==> config.mk <==
export PLATFORM = sky130hd
export DESIGN_NAME = pptev_front
export DESIGN_NICKNAME = d
export VERILOG_FILES = /design/src/sv/pptev_pkg.sv /design/src/sv/pptev_front.sv
export VERILOG_INCLUDE_DIRS = /design/src /design/src/sv
export SDC_FILE = /design/constraint.sdc
export NUM_CORES = 1
export LEC_CHECK = 0
export ABC_AREA = 1
export BUFFER_PORTS_ARGS = -buffer_cell sky130_fd_sc_hd__buf_4
export CORE_ASPECT_RATIO = 0.7
export CORE_MARGIN = 2
export CORE_UTILIZATION = 35
export DETAILED_ROUTE_END_ITERATION = 10
export GPL_TIMING_DRIVEN = 0
export PLACE_DENSITY = 0.68
export SETUP_SLACK_MARGIN = 0.3
export SLEW_MARGIN = 20
export SYNTH_ARGS = -nofsm -noshare
export SYNTH_HDL_FRONTEND = slang
export SYNTH_SLANG_ARGS = --single-unit
==> constraint.sdc <==
create_clock -name aclk -period 15.4 [get_ports aclk]
set_clock_uncertainty 0.05 [all_clocks]
set_input_delay 0.77 -clock aclk [delete_from_list [all_inputs] [get_ports aclk]]
set_output_delay 0.77 -clock aclk [all_outputs]
set_load 0.01 [all_outputs]
==> src/sv/assert_macros.svh <==
// Assertion macros shared by the trajectory evaluator RTL.
// No dependencies.
`ifndef ASSERT_MACROS_SVH
`define ASSERT_MACROS_SVH

// Property that must hold at every clock edge out of reset.
`define PPTEV_ASSERT(label, clk, rstn, prop, msg) \
    label: assert property (@(posedge clk) disable iff (!rstn) (prop)) else $error(msg);

// When cond holds, prop must hold in the following cycle.
`define PPTEV_ASSERT_NEXT(label, clk, rstn, cond, prop, msg) \
    label: assert property (@(posedge clk) disable iff (!rstn) (cond) |=> (prop)) else $error(msg);

`endif

==> src/sv/pptev_pkg.sv <==
// Shared types, constants and saturation helper for the piecewise quintic evaluator.
// No dependencies.
package pptev_pkg;

    localparam int MAX_NODES_DEF = 64;
    localparam int VAL_W         = 48;
    localparam int TIME_W        = 32;
    localparam int COEF_W        = 6 * VAL_W;
    localparam int S_TDATA_W     = 360;
    localparam int M_TDATA_W     = 144;
    localparam int QDEPTH        = 2;
    localparam int QAW           = $clog2(QDEPTH);
    localparam int REG_NODE_COUNT = 0;
    localparam logic [3:0] LAST_STEP = 4'd11;

    localparam logic signed [55:0] S48_MAX_W = 56'sh0000_7FFF_FFFF_FFFF;
    localparam logic signed [55:0] S48_MIN_W = 56'shFF_8000_0000_0000;

    typedef enum logic [1:0] {
        K_WRITE   = 2'd0,
        K_SEARCH  = 2'd1,
        K_RESTART = 2'd2,
        K_CONT    = 2'd3
    } kind_t;

    typedef enum logic [1:0] {
        ST_OK    = 2'd0,
        ST_EMPTY = 2'd1,
        ST_SPAN  = 2'd2,
        ST_WALK  = 2'd3
    } status_t;

    typedef enum logic [3:0] {
        S_IDLE, S_RD0, S_RDL, S_SRCH, S_WALK, S_FETCH, S_LOAD, S_PREP, S_EVAL, S_OUT
    } state_t;

    typedef struct packed {
        kind_t                     kind;
        logic [5:0]                node_index;
        logic [TIME_W-1:0]         node_time;
        logic signed [VAL_W-1:0]   coef_a;
        logic signed [VAL_W-1:0]   coef_b;
        logic signed [VAL_W-1:0]   coef_c;
        logic signed [VAL_W-1:0]   coef_d;
        logic signed [VAL_W-1:0]   coef_e;
        logic signed [VAL_W-1:0]   coef_f;
        logic [TIME_W-1:0]         query_time;
    } item_t;

    function automatic logic signed [VAL_W-1:0] sat48(input logic signed [55:0] v);
        logic signed [VAL_W-1:0] r;
        if (v > S48_MAX_W) begin
            r = S48_MAX_W[VAL_W-1:0];
        end else if (v < S48_MIN_W) begin
            r = S48_MIN_W[VAL_W-1:0];
        end else begin
            r = v[VAL_W-1:0];
        end
        return r;
    endfunction

endpackage

==> src/sv/pptev_front.sv <==
// Front end: unpacks and classifies input transfers into a short queue.
// Depends on pptev_pkg and assert_macros.svh.
`include "assert_macros.svh"

module pptev_front import pptev_pkg::*; (
    input  logic                 aclk,
    input  logic                 aresetn,
    input  logic                 s_tvalid,
    output logic                 s_tready,
    input  logic [1:0]           s_tuser,   // req_type
    // node_index, node_time, coef_a..coef_f, query_time, pad
    input  logic [S_TDATA_W-1:0] s_tdata,
    output item_t                q_item,
    output logic                 q_valid,
    input  logic                 q_pop
);

    item_t            slot_reg [QDEPTH];
    logic [QAW-1:0]   wr_ptr_reg, rd_ptr_reg;
    logic [QAW:0]     cnt_reg;
    item_t            item_in;
    logic             push;

    always_comb begin
        item_in.kind       = kind_t'(s_tuser);
        item_in.node_index = s_tdata[5:0];
        item_in.node_time  = s_tdata[37:6];
        item_in.coef_a     = s_tdata[85:38];
        item_in.coef_b     = s_tdata[133:86];
        item_in.coef_c     = s_tdata[181:134];
        item_in.coef_d     = s_tdata[229:182];
        item_in.coef_e     = s_tdata[277:230];
        item_in.coef_f     = s_tdata[325:278];
        item_in.query_time = s_tdata[357:326];
    end

    assign s_tready = (cnt_reg < (QAW+1)'(QDEPTH));
    assign push     = s_tvalid && s_tready;
    assign q_valid  = (cnt_reg != '0);
    assign q_item   = slot_reg[rd_ptr_reg];

    always_ff @(posedge aclk) begin
        if (push) begin
            slot_reg[wr_ptr_reg] <= item_in;
        end
    end

    always_ff @(posedge aclk) begin
        if (!aresetn) begin
            wr_ptr_reg <= '0;
            rd_ptr_reg <= '0;
            cnt_reg    <= '0;
        end else begin
            if (push) begin
                wr_ptr_reg <= wr_ptr_reg + 1'b1;
            end
            if (q_pop) begin
                rd_ptr_reg <= rd_ptr_reg + 1'b1;
            end
            case ({push, q_pop})
                2'b10:   cnt_reg <= cnt_reg + 1'b1;
                2'b01:   cnt_reg <= cnt_reg - 1'b1;
                default: cnt_reg <= cnt_reg;
            endcase
        end
    end

    `PPTEV_ASSERT(a_cnt_bound, aclk, aresetn, cnt_reg <= (QAW+1)'(QDEPTH), "queue overfilled")
    `PPTEV_ASSERT(a_pop_nonempty, aclk, aresetn, !q_pop || q_valid, "pop from empty queue")

endmodule

==> flow_metrics.env <==
export IMPL_final_layout_size_suffix_gt1_share_pct=61.4
export IMPL_yosys_top_cells_count="edfxtp_1 (720), mux2_2 (360), buf_6 (34)"
export IMPL_worstMarginPinSlew_ns=0.570
export IMPL_synth_edf_count=720
export IMPL_period_share_pct=19.4
export IMPL_clock_path_buffers=3
export IMPL_cp_data_required_time_ns=15.64
export IMPL_synthTopCellsByArea="edfxtp_1 (82%), mux2_2 (15%), buf_6 (1.5%)"
export IMPL_post_route_min_period_ns=3.00
export IMPL_crit_path_start_kind="flop"
export IMPL_crit_chain="inv_1 -> nand2_1 -> nor2_4 -> buf_16 -> buf_16 -> buf_12 -> buf_16 -> buf_12 -> buf_12 -> buf_12"
export IMPL_rsz0062_at_grt="no"
export IMPL_regArea_sq_um=21700
export IMPL_portBuffers=725
export IMPL_drcViolationCount=0
export IMPL_gp_congestion=0.784
export IMPL_cts_hold_buf=0
export IMPL_syn_mean_instance_area_sq_um=22.8
export IMPL_cts_buffers_inserted=72
export IMPL_power_density_nw_per_um2=130
export IMPL_crit_top_cell="buf_12"
export IMPL_ctsRootBufferMaster="clkbuf_16"
export IMPL_ys_seq_area_share_pct=82.6
export IMPL_cpPeakStageDelay_ns=0.50
export IMPL_ff2ff_setup_slack_ns=12.40
export IMPL_final_hold_violation_count=0
export IMPL_synthCells=1153
export IMPL_drv_slew=0
export IMPL_ys_warn_count=0
export IMPL_rr_worst_depth=10
export IMPL_top_level_ports=728
export IMPL_core_area_sq_um=74700
export IMPL_synth_most_common_cell="edfxtp_1"
export IMPL_synth_cell_types=12
export IMPL_synth_top_area_share_pct=82.2
export IMPL_synth_top_cell_by_area="edfxtp_1"
export IMPL_ys_ff_latch=725
export IMPL_start_util_pct=35.2
export IMPL_clk_latency_ns=0.59
export IMPL_first_pass_iters=6
export IMPL_setup_viol=0
export IMPL_antennaDiodeCount=0
export IMPL_crit_path_end_kind="flop"
export IMPL_ys_async_sr_fraction_pct=0
export IMPL_maxSlewHeadroom_pct=61.9
export IMPL_vias_per_cell=4.54
export IMPL_drt_wl_total_um=60600
export IMPL_finalHoldWorstSlack_ns=0.304
export IMPL_place_ws_ns=11.98
export IMPL_dpl_hpwl_um=44300
export IMPL_cts_clk_slew_worst_paths_ns=0.06
export IMPL_syn_nets=1520
export IMPL_ys_flop_type="edfxtp_1"
export IMPL_grt_max_degree=30
export IMPL_largest_reg_flops=720
export IMPL_multi_input_area_sq_um=4170
export IMPL_die_area_sq_um=77400
export IMPL_netlist_area_sq_um=26300
export IMPL_cap_violations=0
export IMPL_finalPower_w=0.00466
export IMPL_p_leak_nw=13.3
export IMPL_crit_slowest_cell="nor2_4"
export IMPL_cts_htree_levels=3
export IMPL_critPathArrivalTime_ns=3.23
export IMPL_grt_util_all_layers_pct=14.9
export IMPL_hold_depth=1
export IMPL_cts_sinks=725
export IMPL_grt_antenna_before_repair=1
export IMPL_fmax_ghz=0.334
export IMPL_worstReg2RegStart="cnt_reg[1]"
export IMPL_worst_setup_path_type="reg2reg"
export IMPL_min_from="s_tdata[121]"
export IMPL_status="finished clean"
export IMPL_ir_drop_mv=0.0917
export IMPL_hp_class="in2reg"
export IMPL_ctsResizeCount=0
export IMPL_r2r_end="slot_reg[1][120]"
export IMPL_drtAntennaViolNets=0
export IMPL_drt_iter0_drc=616
export IMPL_crit_fanout=26
export IMPL_die_y_um=233
export IMPL_vias=13700
export IMPL_syn_to_final_growth_pct=36.5
export IMPL_grt_overflow_total=0
export IMPL_min_to="slot_reg[1][259]"
export IMPL_fillCellCount=6124
export IMPL_setup_slack_ns=12.40
export IMPL_routedWlPerCell_um=20.0
export IMPL_nNetsFinal=2351
export IMPL_post_cts_setup_buffer_count=0
export IMPL_cts_tree="yes"
export IMPL_grt_pass1_wl_um=87500
export IMPL_num_rows=84
export IMPL_grt_pass1_vias=14500
export IMPL_die_w_um=332
-- how the worst max path moves through the flow --
stage,startpoint,end,slack [ns],depth (start not counted)
after floorplan,s_tvalid,slot_reg[0][0],-1.52,2
after global placement,s_tvalid,slot_reg[1][92],-9.22,3
after detailed placement,s_tvalid,slot_reg[1][93],11.98,10
after CTS,flop,q_item[204],12.24,5
after global routing,flop,q_item[204],12.22,5
final,cnt_reg[1],slot_reg[1][120],12.40,10
-- final cells by class --
cell class,instances,share of cell area (%)
plain buffers,40,1.15
clock buffers,92,5.28
clock inverters,33,0.746
inverters,5,0.0523
multi-input cells,383,11.6
flip-flops and latches,725,60.5
well taps,989,3.45
repair buffers,757,17.2
-- placed cells by master, fill, tap and decap left out --
cell type,synthesis,final
buf_6,34,34
buf_2,6,6
edfxtp_1,720,720
a21oi_1,2,2
inv_1,5,5
nand4_1,1,1
clkinvlp_4,0,1
ha_1,1,1
clkinv_1,0,15
clkinv_2,0,8
clkbuf_1,0,19
buf_12,0,18
inv_6,0,5
nor2_4,0,2
mux2_2,360,360
bufinv_16,0,4
clkbuf_16,0,73
dfxtp_1,5,5
buf_16,0,14
buf_4,0,725
nand2_1,8,8
nor2_1,9,7
o21ai_0,2,2
-- report_power, final --
group / internal, W / switching [W]
logic: 0.000339 / 0.000308
clock network: 0.000938 / 0.000699
registers: 0.00235 / 0.0000303
total: 0.00362 / 0.00104
-- stage by stage --
stage / utilization, % / TNS, ns / instance area, sq um / cells
floorplan: - / -1093.37 / 26300 / 1153
global placement: 44.1 / -6595.78 / 33000 / 2867
detailed placement: 45.2 / 0 / 33700 / 2899
CTS: 48.1 / 0 / 35900 / 3024
global route: 48.1 / 0 / 35900 / 3024
finish: 48.1 / 0 / 35900 / 3024
-- metal layers --
metal  track usage [%]  part of all wire (%)
met1              16.6                    37
met2              26.7                    53
met3              4.74                   7.2
met4              5.39                   2.9
met5                 0                     0
-- critical path: cells and delay by family, from the launching register on --
family | cells | cell delay, ns
DFF | 1 | 0.33
and+or+nand+nor | 2 | 0.69
buffers and inverters | 8 | 1.54
-- logic make-up (layout without fill, tap and decap cells) --
kind of cell,count (synthesis),after routing,share of synthesized area [%]
simple gates,18,18,0.266
buf+inv,45,927,1.64
mux,360,360,15.4
compound gates,4,4,0.0761
fa+ha+maj,1,1,0.0476
flops,725,725,82.6
No activity file was read; power rests on OpenSTA's default activity.
